[src/hdl/csm_pkg.sv]
// ----------------------------------------------------------------------------
// csm_pkg
// shared codes and constants for the convex support mapping block
// ----------------------------------------------------------------------------
package csm_pkg;
  localparam int FIELD_W = 16;
  localparam int MARGIN_W = 10;
  localparam int COUNT_W = 7;
  localparam int SLOT_W = 6;

  typedef enum logic {
    OP_LOAD  = 1'b0,
    OP_QUERY = 1'b1
  } op_t;

  typedef enum logic {
    REG_MARGIN = 1'b0,
    REG_COUNT  = 1'b1
  } reg_idx_t;

  // request from sequencer to the sqrt and divide units
  typedef struct packed {
    logic start;
    logic sqrt_mode;
  } ctl_t;
endpackage

[src/hdl/csm_div.sv]
// ----------------------------------------------------------------------------
// csm_div
// iterative restoring divider, one quotient bit per cycle
// ----------------------------------------------------------------------------
module csm_div import csm_pkg::*; #(
  parameter int N_W = 27,
  parameter int D_W = 17
) (
  input  logic           clk,
  input  logic           rst_n,
  input  logic           start,
  input  logic [N_W-1:0] numer,
  input  logic [D_W-1:0] denom,
  output logic           done,
  output logic [N_W-1:0] quot
);
  localparam int CW = $clog2(N_W + 1);
  logic [N_W-1:0] q_r;
  logic [D_W-1:0] d_r;
  logic [D_W:0]   rem_r;
  logic [CW-1:0]  cnt_r;
  logic           busy_r, done_r;
  logic [D_W+1:0] sh, diff;

  always_comb begin
    sh   = {rem_r, q_r[N_W-1]};
    diff = sh - {2'b00, d_r};
  end

  always_ff @(posedge clk) begin
    if (!rst_n) begin
      busy_r <= 1'b0;
      done_r <= 1'b0;
    end else begin
      done_r <= 1'b0;
      if (start) begin
        busy_r <= 1'b1;
        q_r    <= numer;
        d_r    <= denom;
        rem_r  <= '0;
        cnt_r  <= CW'(N_W);
      end else if (busy_r) begin
        if (!diff[D_W+1]) begin
          rem_r <= diff[D_W:0];
          q_r   <= {q_r[N_W-2:0], 1'b1};
        end else begin
          rem_r <= sh[D_W:0];
          q_r   <= {q_r[N_W-2:0], 1'b0};
        end
        cnt_r <= cnt_r - 1'b1;
        if (cnt_r == CW'(1)) begin
          busy_r <= 1'b0;
          done_r <= 1'b1;
        end
      end
    end
  end

  assign done = done_r;
  assign quot = q_r;
endmodule

[config.mk]
export PLATFORM = sky130hd
export DESIGN_NAME = csm_div
export DESIGN_NICKNAME = d
export VERILOG_FILES = /design/src/hdl/csm_pkg.sv /design/src/hdl/csm_div.sv
export SDC_FILE = /design/constraint.sdc
export NUM_CORES = 1
export LEC_CHECK = 0
export BUFFER_PORTS_ARGS = -buffer_cell sky130_fd_sc_hd__buf_2
export CELL_PAD_IN_SITES_DETAIL_PLACEMENT = 1
export CELL_PAD_IN_SITES_GLOBAL_PLACEMENT = 2
export CORE_AREA = 4 4 103 105
export CTS_BUF_LIST = sky130_fd_sc_hd__clkbuf_16
export DETAILED_ROUTE_END_ITERATION = 7
export DIE_AREA = 0 0 107 109
export MAX_ROUTING_LAYER = met4
export PLACE_DENSITY = 0.82
export SETUP_SLACK_MARGIN = 0.15
export SYNTH_ARGS = -nofsm -noshare
export SYNTH_HDL_FRONTEND = slang
export SYNTH_SLANG_ARGS = --single-unit
[constraint.sdc]
create_clock -name clk -period 6.8 [get_ports clk]
set_input_delay 0.34 -clock clk [delete_from_list [all_inputs] [get_ports clk]]
set_output_delay 0.34 -clock clk [all_outputs]
set_load 0.1 [all_outputs]
==> summary.md <==
| Metric | Value |
|---|---|
| Hold wc startpoint | denom[16] |
| Hold depth | 1 |
| Seq pwr share | roughly two fifths |
| Worst Tran Pin Value | around 0.8 ns |
| Syn nets | 366 |
| Most area-consuming cells after synthesis | edfxtp_1, mux2_2, ha_1 |
| VDD IR-drop max | 218 µV |
| Setup violators final | 0 |
| Htree depth | 3 |
| Max clock buf depth | 2 |
| Die area | between 10000 and 15000 µm² |
| Dpl hpwl | roughly 6000 µm |
| GP Congestion | 0.830 |
| Synth Flop Type | edfxtp_1 |
| Cells after Synth | 299 |
| Flop-to-flop setup slack | 3.33 ns |
| Clk_lat worst skew | between 0.3 and 0.4 ns |
| Drt pass-1 iters | 5 |
| Initial Utilization | a little under 40% |
| Asr flop ratio synth | 0% |
| Antenna Nets Post-Route | 0 |
| Vias post-DR | 2647 |
| Netlist Area Pre-Place | 3730 µm² |
| CTS Buf Count | 9 |
| Switching power of the nets | roughly 0.00043 W |
| Int Pwr | 0.000956 W |
| Core box area | 9640 µm² |
| CTS root buffer | clkbuf_16 |
| Min Tclk post-route | 3.47 ns |
| P&R area growth vs syn | 22.9% |
| Outcome | finished, final reports clean |
| Routed len/inst | 16.6 µm |
| CP Cell Sequence | inv_1, ha_1, inv_1, fa_1, a211oi_1, o211ai_2, a21oi_2, a31oi_1, o221ai_2, buf_4, mux2i_1, nor2_1 |
| Core Rows | 36 |
| Hold Path End | d_r[16] |
| Seq/Total Area, Yosys | 55.1% |
| Worst Reg2Reg Path Length in Cells | 12 |
| Hold Crit Class | input pin to flip-flop |
| Starting DRT DRC Count | 74 |
| IO Count | 75 |
| Initial antenna violation count | 0 |
| Slowest stage delay, CP | about 0.58 ns |
| Slew margin rel. | 47.9% |
| Total track usage | 16.3% |
| Post-CTS resize count | 0 |
| Crit path max fanout | 11 |
| Synth Area per Inst | 12.5 µm² |
| Yosys top cell area share | between 50% and 60% |
| Die X | 107 µm |
| Clock power frac | 37.1% |
| Final period utilization | 51.1% |
| FF-to-FF Start | quot[26] |
| Die Ht | between 100 and 150 µm |
| Avg Vias per Cell | around 5.1 |
| Max_cap viols | 0 |
| Total grt overflow | 0 |
| Clk_skew | 0.00748 ns |
| Critical path arrival | around 3.5 ns |
| Yosys warning total | 0 |
| Final Hold Viols | 0 |
| Crit path launch | quot[26] |
| P_leak | 1.91 nW |
| Switching Fraction | 30.9% |
| Setup bufs post-CTS | 0 |
| FF+latch count, synth | 69 |
| Pre-CTS WS | 3.29 ns |
| R2r endpoint | rem_r[4] |
| Total Wirelength | 8600 µm |
| Setup TNS | 0 ns |
| Yosys cell types | 52 |
| Post-synth top area cell | edfxtp_1 |
| Max Clk Rate | 0.288 GHz |
| N_diodes | 0 |
| Buffers on Ports | between 70 and 80 |
| Post-synth EDFFs | 67 |
| Crit end category | flip-flop |
| Vias in the first global route | ~2900 |
| Slew Viols, Final | 0 |
| Most frequent CP cell | inv_1 |
| Crit path required time | 6.86 ns |
| First-pass GRT wire length | about 14000 µm |
| # DRC | 0 |
| Clock slew seen by the registers of the worst setup and hold paths | 0.06 ns |
| RSZ-0062 raised after global routing | no |
| CTS Hold Bufs | 0 |
| Layout Nets | 446 |
| Share of cells above drive strength 1 | 33.1% |
| Gate power share | 24.6% |
| Power Dens Cells | 302 nW/µm² |
| Critical Path Source Type | flip-flop |
| Critical path's slowest cell | o221ai_2 |
| CTS tree | built |
| Largest net degree at the start of global routing | 56 |
| Clock net sink count | 69 |
| Final setup margin | 3.33 ns |
| Crit Path Category | flip-flop to flip-flop |
## area by class of cell
class / count / area, µm²
clock buffers: 9 / 225
inverters: 23 / 86.3
well taps: 133 / 166
multi-input cells: 199 / 1560
fillers: 1072 / 5060
flip-flops and latches: 69 / 2050
repair buffers: 77 / 393
clock inverters: 7 / 98.8
## cells in the mapped netlist, drive strengths merged (5+ instances only)
master	n
mux2	27
edfxtp	67
mux2i	15
o21ai	11
ha	19
a31oi	5
nor2	26
inv	23
clkbuf	6
a21oi	17
xnor2	6
xor2	8
nand2	13
## registers in the layout, summed over array words and instances (netlist names)
name and cells:
quot 27, rem_r 18, d_r 17, cnt_r 5, busy_r 1, done 1
## critical path: cells and delay by family, from the launching register on
family / cells / cell delay [ns]
compound gates: 5 / 1.47
fa+ha+maj: 2 / 0.57
buf+inv: 3 / 0.46
flops: 1 / 0.39
mux: 1 / 0.22
simple gates: 1 / 0.06
## power groups by stage
stage / registers (W) / clock network [W] / logic, W
final: 0.000529 / 0.000513 / 0.000340
after CTS: 0.000530 / 0.000525 / 0.000345
after global placement: 0.000537 / 0 / 0.000336
after floorplan: 0.000609 / 0 / 0.000196
after global routing: 0.000533 / 0.000547 / 0.000375
after detailed placement: 0.000537 / 0 / 0.000342
## kinds of logic after synthesis
group	synth area share (%)
compound gates	10.5
xor+xnor	3.29
fa+ha+maj	6.92
buf+inv	3.32
flops	55.1
mux	12.2
simple gates	8.73
## through the flow
stage / area, µm² / hold WS, ns / cells / power [W] / util (%)
floorplan: 3730 / 0.439 / 299 / 0.000806 / -
finish: 4580 / 0.178 / 517 / 0.00138 / 47.5
global placement: 4260 / 0.509 / 501 / 0.000872 / 44.1
CTS: 4580 / 0.164 / 517 / 0.00140 / 47.5
detailed placement: 4260 / 0.518 / 501 / 0.000880 / 44.1
global route: 4580 / 0.168 / 517 / 0.00146 / 47.5
## cell usage in the layout, fill, tap and decap left out, drive strengths merged, types with 2 or more instances in the layout
cell and instances:
nand4 3, ha 19, nand2 13, edfxtp 67, clkbuf 9, buf 77
nor2b 2, or2 3, nand3 2, clkinv 4, mux2 27, xnor2 6
nor2 26, xor2 8, a21boi 2, o21ai 11, mux2i 15, o21a 4
a211oi 2, a31oi 5, a21oi 17, nand2b 3, dfxtp 2, o211ai 3
nor4b 2, and3 3, bufinv 2, inv 24, a21o 3
## worst max path at each step
stage           endpoint  slack, ns  depth (start not counted)
6_report        rem_r[4]       3.33                         12
5_1_grt         rem_r[4]       2.99                         12
4_1_cts         rem_r[4]       3.25                         12
3_5_place_dp   rem_r[14]       3.29                         12
3_3_place_gp    rem_r[5]       3.39                         12
2_1_floorplan  rem_r[17]       3.44                         11
## layer usage
metal	wire [µm]	track usage (%)	vias to the layer above	part of all wire, %
met5	0	-	-	0
met4	141	6.21	0	1.6
met3	547	4.56	14	6.4
met2	3980	25.8	79	46
met1	3930	20.1	1282	46
li1	-	-	1272	-
Note: power is estimated with default switching activity, not from simulation.
