[config.mk]
export PLATFORM = sky130hd
export DESIGN_NAME = csm_isqrt
export DESIGN_NICKNAME = d
export VERILOG_FILES = /design/src/hdl/csm_pkg.sv /design/src/hdl/csm_isqrt.sv
export SDC_FILE = /design/constraint.sdc
export NUM_CORES = 1
export LEC_CHECK = 0
export BUFFER_PORTS_ARGS = -buffer_cell sky130_fd_sc_hd__buf_4
export CORE_MARGIN = 2
export CORE_UTILIZATION = 55
export CTS_CLUSTER_SIZE = 20
export DETAILED_ROUTE_END_ITERATION = 10
export HOLD_SLACK_MARGIN = 0.08
export PLACE_DENSITY = 0.86
export SYNTH_ARGS = -nofsm -noshare
export SYNTH_HDL_FRONTEND = slang
export SYNTH_SLANG_ARGS = --single-unit
[constraint.sdc]
create_clock -name clk -period 4 [get_ports clk]
set_input_delay 0.6 -clock clk [delete_from_list [all_inputs] [get_ports clk]]
set_output_delay 0.6 -clock clk [all_outputs]
set_load 0.05 [all_outputs]
[src/hdl/csm_pkg.sv]
// ----------------------------------------------------------------------------
// csm_pkg
// shared codes and constants for the convex support mapping block
// ----------------------------------------------------------------------------
package csm_pkg;
  localparam int FIELD_W = 16;
  localparam int MARGIN_W = 10;
  localparam int COUNT_W = 7;
  localparam int SLOT_W = 6;

  typedef enum logic {
    OP_LOAD  = 1'b0,
    OP_QUERY = 1'b1
  } op_t;

  typedef enum logic {
    REG_MARGIN = 1'b0,
    REG_COUNT  = 1'b1
  } reg_idx_t;

  // request from sequencer to the sqrt and divide units
  typedef struct packed {
    logic start;
    logic sqrt_mode;
  } ctl_t;
endpackage

[src/hdl/csm_isqrt.sv]
// ----------------------------------------------------------------------------
// csm_isqrt
// iterative integer square root, one result bit per cycle
// ----------------------------------------------------------------------------
module csm_isqrt import csm_pkg::*; #(
  parameter int IN_W = 34,
  parameter int OUT_W = 17
) (
  input  logic             clk,
  input  logic             rst_n,
  input  logic             start,
  input  logic [IN_W-1:0]  radicand,
  output logic             done,
  output logic [OUT_W-1:0] root
);
  localparam int RW = 2 * OUT_W;
  localparam int CW = $clog2(OUT_W + 1);
  logic [RW-1:0]     rem_r;
  logic [RW-1:0]     num_r;
  logic [OUT_W-1:0]  root_r;
  logic [CW-1:0]     cnt_r;
  logic              busy_r, done_r;
  logic [RW+1:0]     trial;
  logic [RW+1:0]     rem_sh;

  always_comb begin
    rem_sh = {rem_r, num_r[RW-1 -: 2]};
    trial  = rem_sh - {{(RW+2-OUT_W-2){1'b0}}, root_r, 2'b01};
  end

  always_ff @(posedge clk) begin
    if (!rst_n) begin
      busy_r <= 1'b0;
      done_r <= 1'b0;
    end else begin
      done_r <= 1'b0;
      if (start) begin
        busy_r <= 1'b1;
        rem_r  <= '0;
        root_r <= '0;
        num_r  <= RW'(radicand);
        cnt_r  <= CW'(OUT_W);
      end else if (busy_r) begin
        num_r <= num_r << 2;
        if (!trial[RW+1]) begin
          rem_r  <= trial[RW-1:0];
          root_r <= {root_r[OUT_W-2:0], 1'b1};
        end else begin
          rem_r  <= rem_sh[RW-1:0];
          root_r <= {root_r[OUT_W-2:0], 1'b0};
        end
        cnt_r <= cnt_r - 1'b1;
        if (cnt_r == CW'(1)) begin
          busy_r <= 1'b0;
          done_r <= 1'b1;
        end
      end
    end
  end

  assign done = done_r;
  assign root = root_r;
endmodule

==> results of run 1 <==
## kinds of logic (layout without fill, tap and decap cells)
| kind of cell | Yosys count | after routing | share of synthesized area [%] |
|---|---|---|---|
| buffers and inverters | 42 | 97 | 3.40 |
| XOR/XNOR | 28 | 28 | 5.19 |
| AND/OR/NAND/NOR | 151 | 151 | 14.3 |
| flip-flops | 92 | 92 | 53.9 |
| adder cells (fa/ha/maj) | 20 | 20 | 4.92 |
| multiplexers | 37 | 37 | 8.19 |
| AO/OA/AOI/OAI | 81 | 81 | 10.1 |
## path summary, 6_finish.rpt
kind / from / to / cells after the start
max: root[0] / rem_r[5] / 11
min: rst_n / done / 2
max reg2reg: root[0] / rem_r[5] / 11
min reg2reg: busy_r / done / 1
## registers in the layout, indices dropped and copies added (netlist names)
signal  cells
num_r      34
rem_r      34
root       17
cnt_r       5
busy_r      1
done        1
## power groups by stage
stage / logic, W / registers (W) / clock network (W)
global placement: 0.000439 / 0.00119 / 0
global route: 0.000510 / 0.00118 / 0.000734
detailed placement: 0.000452 / 0.00120 / 0
finish: 0.000459 / 0.00118 / 0.000690
floorplan: 0.000308 / 0.00123 / 0
CTS: 0.000456 / 0.00118 / 0.000704
## cell type report
type	instances	share of cell area [%]
multi-input combinational	317	37.5
clock buffer	9	2.13
tap	111	2.39
timing repair buffer	59	7.63
inverter	22	1.42
sequential	92	47.3
clock inverter	7	1.64
## routing by layer
layer / up-vias / wire length (um)
li1: 1737 / -
met1: 1723 / 4110
met2: 121 / 4600
met3: 8 / 625
met4: 0 / 102
met5: - / 0
## layout by cell type, fill, tap and decap left out, types with 2 or more instances in the layout
cell,netlist,layout
inv_1,22,22
o21a_1,5,4
ha_1,20,20
inv_6,0,3
nor4_1,6,6
o21bai_1,3,3
a21oi_1,34,34
o31a_1,2,2
nor2_1,51,51
mux2_2,32,32
bufinv_16,0,2
and3_1,5,5
edfxtp_1,90,90
nand3_1,4,4
buf_4,0,59
nand2b_1,6,6
and2_1,3,3
clkbuf_8,0,9
o211ai_1,3,3
nor3_1,4,4
xnor2_1,16,16
a21o_1,6,6
xor2_1,11,11
nand4_1,3,3
or3_1,5,5
mux2_1,5,5
nand2_1,42,42
nor2b_1,9,9
a211oi_1,4,4
o21ai_0,10,10
or4_1,5,5
dfxtp_1,2,2
## metrics by stage
step | worst slack, ps | area [um2]
CTS | 643 | 5800
detailed placement | 658 | 5580
global route | 391 | 5800
global placement | 775 | 5580
floorplan | 318 | 5080
finish | 651 | 5800
==> impl_metrics.tcl, run 1 <==
set metrics [dict create \
    ys_ff_latch 92 \
    drive_gt1_share_pct 22.3 \
    crit_slowest_cell "a211oi_1" \
    p_sw_share_pct 27.2 \
    critPathTopFamily "compound AO/OA/AOI/OAI gates" \
    rrSetupSlack_ps 650 \
    ys_seq_area_share_pct 53.9 \
    grtUsageMet1_pct 26.0 \
    whs_ps 502 \
    required_ps 4180 \
    cts_buffers 9 \
    multi_input_area_mm2 0.00218 \
    synthCells 451 \
    critPathMostFrequentCell "a211oi_1" \
    synth_top_cells_by_area "edfxtp_1 (53%), mux2_2 (7.1%), ha_1 (4.9%)" \
    synthFlopType "edfxtp_1" \
    cts-root-buf "clkbuf_8" \
    port_buffers 54 \
    drtAntennaViolNets 0 \
    grt_pass1_wl_mm 16.3 \
    num-nets-final 558 \
    nFillCells 683 \
    rsz0062_at_grt "no" \
    critPathMaxFanout 12 \
    status "complete, no violations" \
    tritoncts "done" \
    dp_cells 601 \
    die_area_mm2 0.0100 \
    cap_violations 0 \
    vias_per_cell 5.82 \
    dr_total_vias 3589 \
    h-tree-depth 3 \
    worstPathCellList "inv_1 -> ha_1 -> or3_1 -> o221a_2 -> a211oi_1 -> o21ai_1 -> nor2_4 -> xnor2_1 -> buf_4 -> nor2_1 -> a211oi_1" \
    clk_pin_slew_ps 90 \
    antenna_found_initial 0 \
    die_w_um 100 \
    path_buf_inv 2 \
    rows 35 \
    cts_resized 0 \
    synthesis.nets 508 \
    register_area_mm2 0.00274 \
    seqPwrFrac_pct 50.6 \
    grt_max_degree 60 \
    met2_usage_pct 33.9 \
    syn_area_per_cell_um2 11.3 \
    synth_top_area_share_pct 53.1 \
    area_growth_pct 14.1 \
    coreArea_mm2 0.00911 \
    grt_pass1_vias 3559 \
    ioPinCount 55 \
    cts.sinks 92 \
    cts_setup_buffers 0 \
    first_pass_iters 5 \
    fin_skew_ps 6.50 \
    first_iter_violations 176 \
    peakVddDrop_mv 0.260 \
    gp_congestion 0.954 \
    syn_area_mm2 0.00508 \
    remaining_drc_errors 0 \
    fin_crit_sh_pct 83.7 \
    clockBufferDepth 2 \
    hold_buffers 0 \
    grtUsageTotal_pct 20.2 \
    totalWireLength_mm 9.43 \
    finalMaxSlewViolations 0 \
    routedWlPerCell_um 15.3 \
    yosys_warnings 0 \
    powerDensity_mw_per_mm2 401 \
    stdcell_count 617 \
    hold_violations 0 \
    p_int_w 0.00169 \
    synth_edf_count 90 \
    post-route-util_pct 63.7 \
    antenna_cells 0 \
    yosysMostFrequentCell "edfxtp_1" \
    met3_usage_pct 5.29 \
    max_clock_freq_ghz 0.299 \
    worst-slew-pin-transition_ps 819 \
    p_leak_nw 2.25 \
    critPathKind "reg2reg" \
    start_util_pct 55.8 \
    max_stage_delay_ps 440 \
    pwr-share-clk_pct 29.7 \
    critPathCaptureType "flip-flop" \
    dp_hpwl_mm 6.57 \
    period_minus_slack_ps 3350 \
    power_switching_w 0.000633 \
    async_flop_share_pct 0 \
    hold_class "in2reg" \
    yosysUniqueCellTypes 53 \
    cp.arrival_ps 3530 \
    total_power_w 0.00233 \
    grt.overflow.total 0 \
    p_comb_share_pct 19.7 \
    synth_top_area_cell "edfxtp_1" \
    crit_path_start_kind "flip-flop" \
    dieHeight_um 100 \
    max-slew-margin-rel_pct 45.0 \
    grt-busiest-layer "met2" \
    setup_viol 0 \
    clock_latency_ps 350 \
    netlist_top_cells_count "edfxtp_1 (90), nor2_1 (51), nand2_1 (42)" \
    finalSetupTns_ps 0 \
]
Power figures use the tool's default switching activity.
==> inputs of run 2 (changes only) <==
CORE_UTILIZATION = 53   (was 55)
PLACE_DENSITY = 0.87   (was 0.86)
clock period = 3 ns   (was 4 ns; I/O delays follow)
==> run 2 against run 1 <==
Effect of this change:
- the flow now finishes with violations (negative setup slack)
- power is 36% higher
- worst setup slack got worse by 680 ps
- sequential share of layout area down 3.1 points
- sequential cell count did not move
- hold slack got worse by 170 ps
- via count grew 2.7%
- critical path depth decreased by 3
- wire length increased by 11%
- critical path type unchanged
- critical endpoint is now rem_r[32]
- largest power group unchanged
- highest routed layer unchanged
==> impl_metrics.tcl, run 2 (synthesis gave the netlist of run 1 again) <==
set metrics [dict create \
    status "finished with violations" \
    violations "negative setup slack" \
    critPathCaptureType "flip-flop" \
    post-route-util_pct 66.9 \
    cp.arrival_ps 3170 \
    dr_total_vias 3685 \
    max-slew-margin-rel_pct 61.1 \
    fin_skew_ps 12.3 \
    worstReg2RegStart "rem_r[19]" \
    dp_hpwl_mm 7.02 \
    coreArea_mm2 0.00928 \
    peakVddDrop_mv 0.349 \
    rsz0062_at_grt "yes" \
    ff2ff_path_depth 8 \
    whs_ps 334 \
    critPathKind "reg2reg" \
    hold_class "in2reg" \
    antenna_cells 0 \
    crit_path_start_kind "flip-flop" \
    tritoncts "done" \
    cts_buffers 9 \
    port_buffers 54 \
    clock_latency_ps 370 \
    setup_ws_ps -33.2 \
    p_leak_nw 2.42 \
    required_ps 3140 \
    fin_crit_sh_pct 101 \
    worstPathCellList "or3_4 -> or4_1 -> or4_4 -> nor2_4 -> xor2_4 -> buf_4 -> nor4_4 -> mux2_4" \
    clockBufferDepth 2 \
    remaining_drc_errors 0 \
    dieHeight_um 102 \
    startpoint "rem_r[19]" \
    max_clock_freq_ghz 0.330 \
    cts.sinks 92 \
    finalMaxSlewViolations 0 \
    routedWlPerCell_um 15.8 \
    grt_pass1_vias 3706 \
    r2r_end "rem_r[32]" \
    gp_congestion 0.932 \
    start_util_pct 54.8 \
    drtAntennaViolNets 0 \
    critPathMaxFanout 5 \
    clk_pin_slew_ps 100 \
    cap_violations 0 \
    totalWireLength_mm 10.5 \
    area_growth_pct 22.1 \
    die_area_mm2 0.0104 \
    cts-root-buf "clkbuf_8" \
    drive_gt1_share_pct 30.0 \
    first_pass_iters 5 \
    hold_violations 0 \
    grtUsageTotal_pct 20.9 \
    first_iter_violations 219 \
    vias_per_cell 5.57 \
    max_stage_delay_ps 480 \
    h-tree-depth 3 \
    rrSetupSlack_ps -30 \
    crit_slowest_cell "or4_4" \
    grt_pass1_wl_mm 17.1 \
    grt_max_degree 51 \
    endpoint "rem_r[32]" \
    antenna_found_initial 0 \
    setup_viol 2 \
    ioPinCount 55 \
    hold_buffers 0 \
    period_minus_slack_ps 3030 \
    powerDensity_mw_per_mm2 508 \
    grt.overflow.total 0 \
    final_cell_mix "edfxtp_1 (90), buf_4 (81), nor2_1 (51), nand2_1 (42)" \
    die_w_um 102 \
    final_common_cell "edfxtp_1" \
    num-nets-final 585 \
    worst-slew-pin-transition_ps 583 \
    rows 35 \
]
==> run 2: cell count changes in the layout (fill, tap and decap cells not counted), moves of 3 or more <==
| cell | previous run | this run |
|---|---|---|
| nor4_1 | 6 | 3 |
| ha_4 | 0 | 3 |
| buf_4 | 59 | 81 |
| ha_1 | 20 | 17 |
| buf_12 | 0 | 3 |
==> run 2: power breakdown <==
part           total, W  internal (W)  switching [W]  leakage, nW
Clock          0.000875      0.000396       0.000479        0.103
Sequential      0.00157       0.00152      0.0000491        0.887
Combinational  0.000708      0.000327       0.000381         1.43
Total           0.00315       0.00225       0.000909         2.42
==> run 2: stage by stage <==
stage / power (W) / instances / TNS, ps / setup slack [ps] / area (um2)
finish: 0.00315 / 662 / -46.6 / -33.2 / 6210
floorplan: 0.00206 / 451 / -779 / -272 / 5150
CTS: 0.00314 / 655 / -12.6 / -9.57 / 6060
global placement: 0.00224 / 639 / 0 / 63.5 / 5830
detailed placement: 0.00226 / 639 / -49.4 / -33.4 / 5830
global route: 0.00329 / 662 / -576 / -129 / 6210
==> run 2: area by class of cell <==
cell class	instances	area, um2
inverter	22	82.6
multi-input combinational	318	2340
timing repair buffer	85	683
fill	700	3080
clock buffer	10	128
sequential	92	2740
clock inverter	6	72.6
tap	129	161
==> run 2: worst min-delay path by stage <==
| stage | from | end | slack [ps] | depth (start not counted) |
|---|---|---|---|---|
| after floorplan | busy_r | done | 450 | 1 |
| after global placement | busy_r | done | 480 | 1 |
| after detailed placement | busy_r | done | 490 | 1 |
| after CTS | rst_n | done | 320 | 2 |
| after global routing | rst_n | done | 330 | 2 |
| final | rst_n | done | 330 | 2 |
==> run 2: layer usage <==
metal  part of all wire (%)  up-vias  wire length (um)  track usage (%)
met5                      0        -                 0                0
met4                    2.3        0               245             6.56
met3                    6.2       27               646             5.95
met2                     50      120              5270             35.6
met1                     41     1749              4330             26.0
li1                       -     1789                 -                -
==> run 2: critical path: cells and delay by family, from the launching register on <==
family,cells,cell delay (ps)
XOR/XNOR,1,140
buffers and inverters,1,170
flip-flops,1,410
multiplexers,1,320
AND/OR/NAND/NOR,5,1770
==> run 2: timing repair <==
item / 4_1_cts / 5_1_grt
setup buffers: 0 / 6
endpoints found under the hold margin: 0 / 0
gates resized for setup: 4 / 14
setup endpoints to repair: 2 / 12
pin swaps: 0 / 4
cloned: 0 / 1
==> inputs of run 3 (changes only) <==
SETUP_SLACK_MARGIN = 0.5   (was not set)
==> run 3 against run 2 <==
Effect of this change:
- the flow still finishes with violations (negative setup slack)
- clock-buffer cell count fell by 1
- wire length up 19%
- die area is the same
- final cell count increased by 3.0%
- largest power group unchanged
==> impl_metrics.tcl, run 3 (synthesis gave the netlist of run 1 again) <==
set metrics [dict create \
    first_iter_violations 216 \
    cts-root-buf "clkbuf_8" \
    gp_congestion 0.907 \
    remaining_drc_errors 0 \
    max_clock_freq_ghz 0.329 \
    p_leak_nw 2.65 \
    rrSetupSlack_ps -40 \
    final_cell_mix "edfxtp_1 (90), buf_4 (89), nor2_1 (47), mux2_2 (32), nand2_1 (25)" \
    die_w_um 102 \
    drtAntennaViolNets 0 \
    setup_viol 6 \
    area_growth_pct 32.7 \
    status "finished with violations" \
    postLayoutCellArea_mm2 0.00675 \
    routedWlPerCell_um 18.3 \
    hold_class "in2reg" \
    clk_pin_slew_ps 90 \
    ioPinCount 55 \
    rsz0062_at_grt "yes" \
    setup_ws_ps -42.8 \
    crit_path_start_kind "flip-flop" \
    totalWireLength_mm 12.5 \
    coreArea_mm2 0.00928 \
    required_ps 3130 \
    drive_gt1_share_pct 42.1 \
    antenna_cells 0 \
    h-tree-depth 3 \
    dieHeight_um 102 \
    powerDensity_mw_per_mm2 502 \
    worst-slew-pin-transition_ps 685 \
    die_area_mm2 0.0104 \
    fin_skew_ps 10.5 \
    whs_ps 332 \
    violations "negative setup slack" \
    hold_buffers 0 \
    place_area_mm2 0.00594 \
    cap_violations 0 \
    cts_buffers 9 \
    dr_total_vias 3997 \
    antenna_found_initial 0 \
    vias_per_cell 5.86 \
    grt_pass1_vias 3978 \
    num-nets-final 605 \
    clockBufferDepth 2 \
    final_common_cell "edfxtp_1" \
    critPathCaptureType "flip-flop" \
    first_pass_iters 5 \
    hold_violations 0 \
    max-slew-margin-rel_pct 54.3 \
    clock_latency_ps 370 \
    start_util_pct 54.8 \
    finalMaxSlewViolations 0 \
    grt_max_degree 56 \
    fin_crit_sh_pct 101 \
    cts.sinks 92 \
    grtUsageTotal_pct 23.2 \
    tritoncts "done" \
    grt.overflow.total 0 \
    grt_pass1_wl_mm 18.6 \
    critPathMaxFanout 7 \
    critPathKind "reg2reg" \
    cp.arrival_ps 3170 \
    dp_hpwl_mm 7.23 \
    post-route-util_pct 72.7 \
    port_buffers 54 \
    rows 35 \
    period_minus_slack_ps 3040 \
    peakVddDrop_mv 0.265 \
]
[run 3: cell count changes in the layout (fill, tap and decap cells not counted), sizes merged]
cell and change:
buf +21, bufinv +1, clkbuf -1, clkinv -1, clkinvlp +1, xor2 -1
[run 3: stage by stage]
step | std cells | worst slack, ps | TNS [ps] | power [W]
floorplan | 451 | -254 | -810 | 0.00208
global placement | 641 | 74.1 | 0 | 0.00226
detailed placement | 641 | 15.8 | 0 | 0.00229
CTS | 674 | -14.6 | -14.6 | 0.00330
global route | 682 | -116 | -951 | 0.00351
finish | 682 | -42.8 | -130 | 0.00339
[run 3: cell type report]
type	count	area, um2
fill	625	2540
sequential	92	2740
tap	129	161
inverter	22	82.6
clock buffer	9	124
multi-input combinational	317	2620
timing repair buffer	106	920
clock inverter	7	97.6
[run 3: timing repair]
| action | in CTS | in global routing |
|---|---|---|
| resized for setup | 45 | 40 |
| setup endpoints to repair | 35 | 35 |
| pin swaps | 9 | 27 |
| setup buffers | 15 | 8 |
| hold endpoints to repair | 0 | 0 |
| cloned | 2 | 0 |
[run 3: worst max-delay path: stages (launching register included)]
cell and delay (ps):
edfxtp_1 470, ha_4 220, or3_4 390, o221a_4 240, a211oi_4 310, o21ai_2 130
nor2_4 190, xor2_4 150, buf_6 170, nor4_4 210, mux2_4 320
[run 3: layer usage]
| layer | GRT usage [%] | share of wire [%] | vias up | wire length (um) |
|---|---|---|---|---|
| met5 | 0 | 0 | - | 0 |
| met1 | 26.9 | 38 | 1951 | 4740 |
| met2 | 40.4 | 52 | 178 | 6480 |
| li1 | - | - | 1824 | - |
| met3 | 6.36 | 6.7 | 44 | 839 |
| met4 | 9.64 | 3.3 | 0 | 416 |
[run 3: path summary, 6_finish.rpt]
kind | start | to | cells past startpoint
worst max-delay path | rem_r[1] | rem_r[32] | 10
worst min-delay path | rst_n | done | 2
worst max register to register | rem_r[1] | rem_r[32] | 10
worst min register to register | busy_r | done | 1
[run 3: where the power goes]
group          internal, W  switching (W)  total [W]
Sequential         0.00152      0.0000528    0.00157
Combinational     0.000398       0.000468   0.000866
Clock             0.000474       0.000474   0.000948
Total              0.00239       0.000995    0.00339
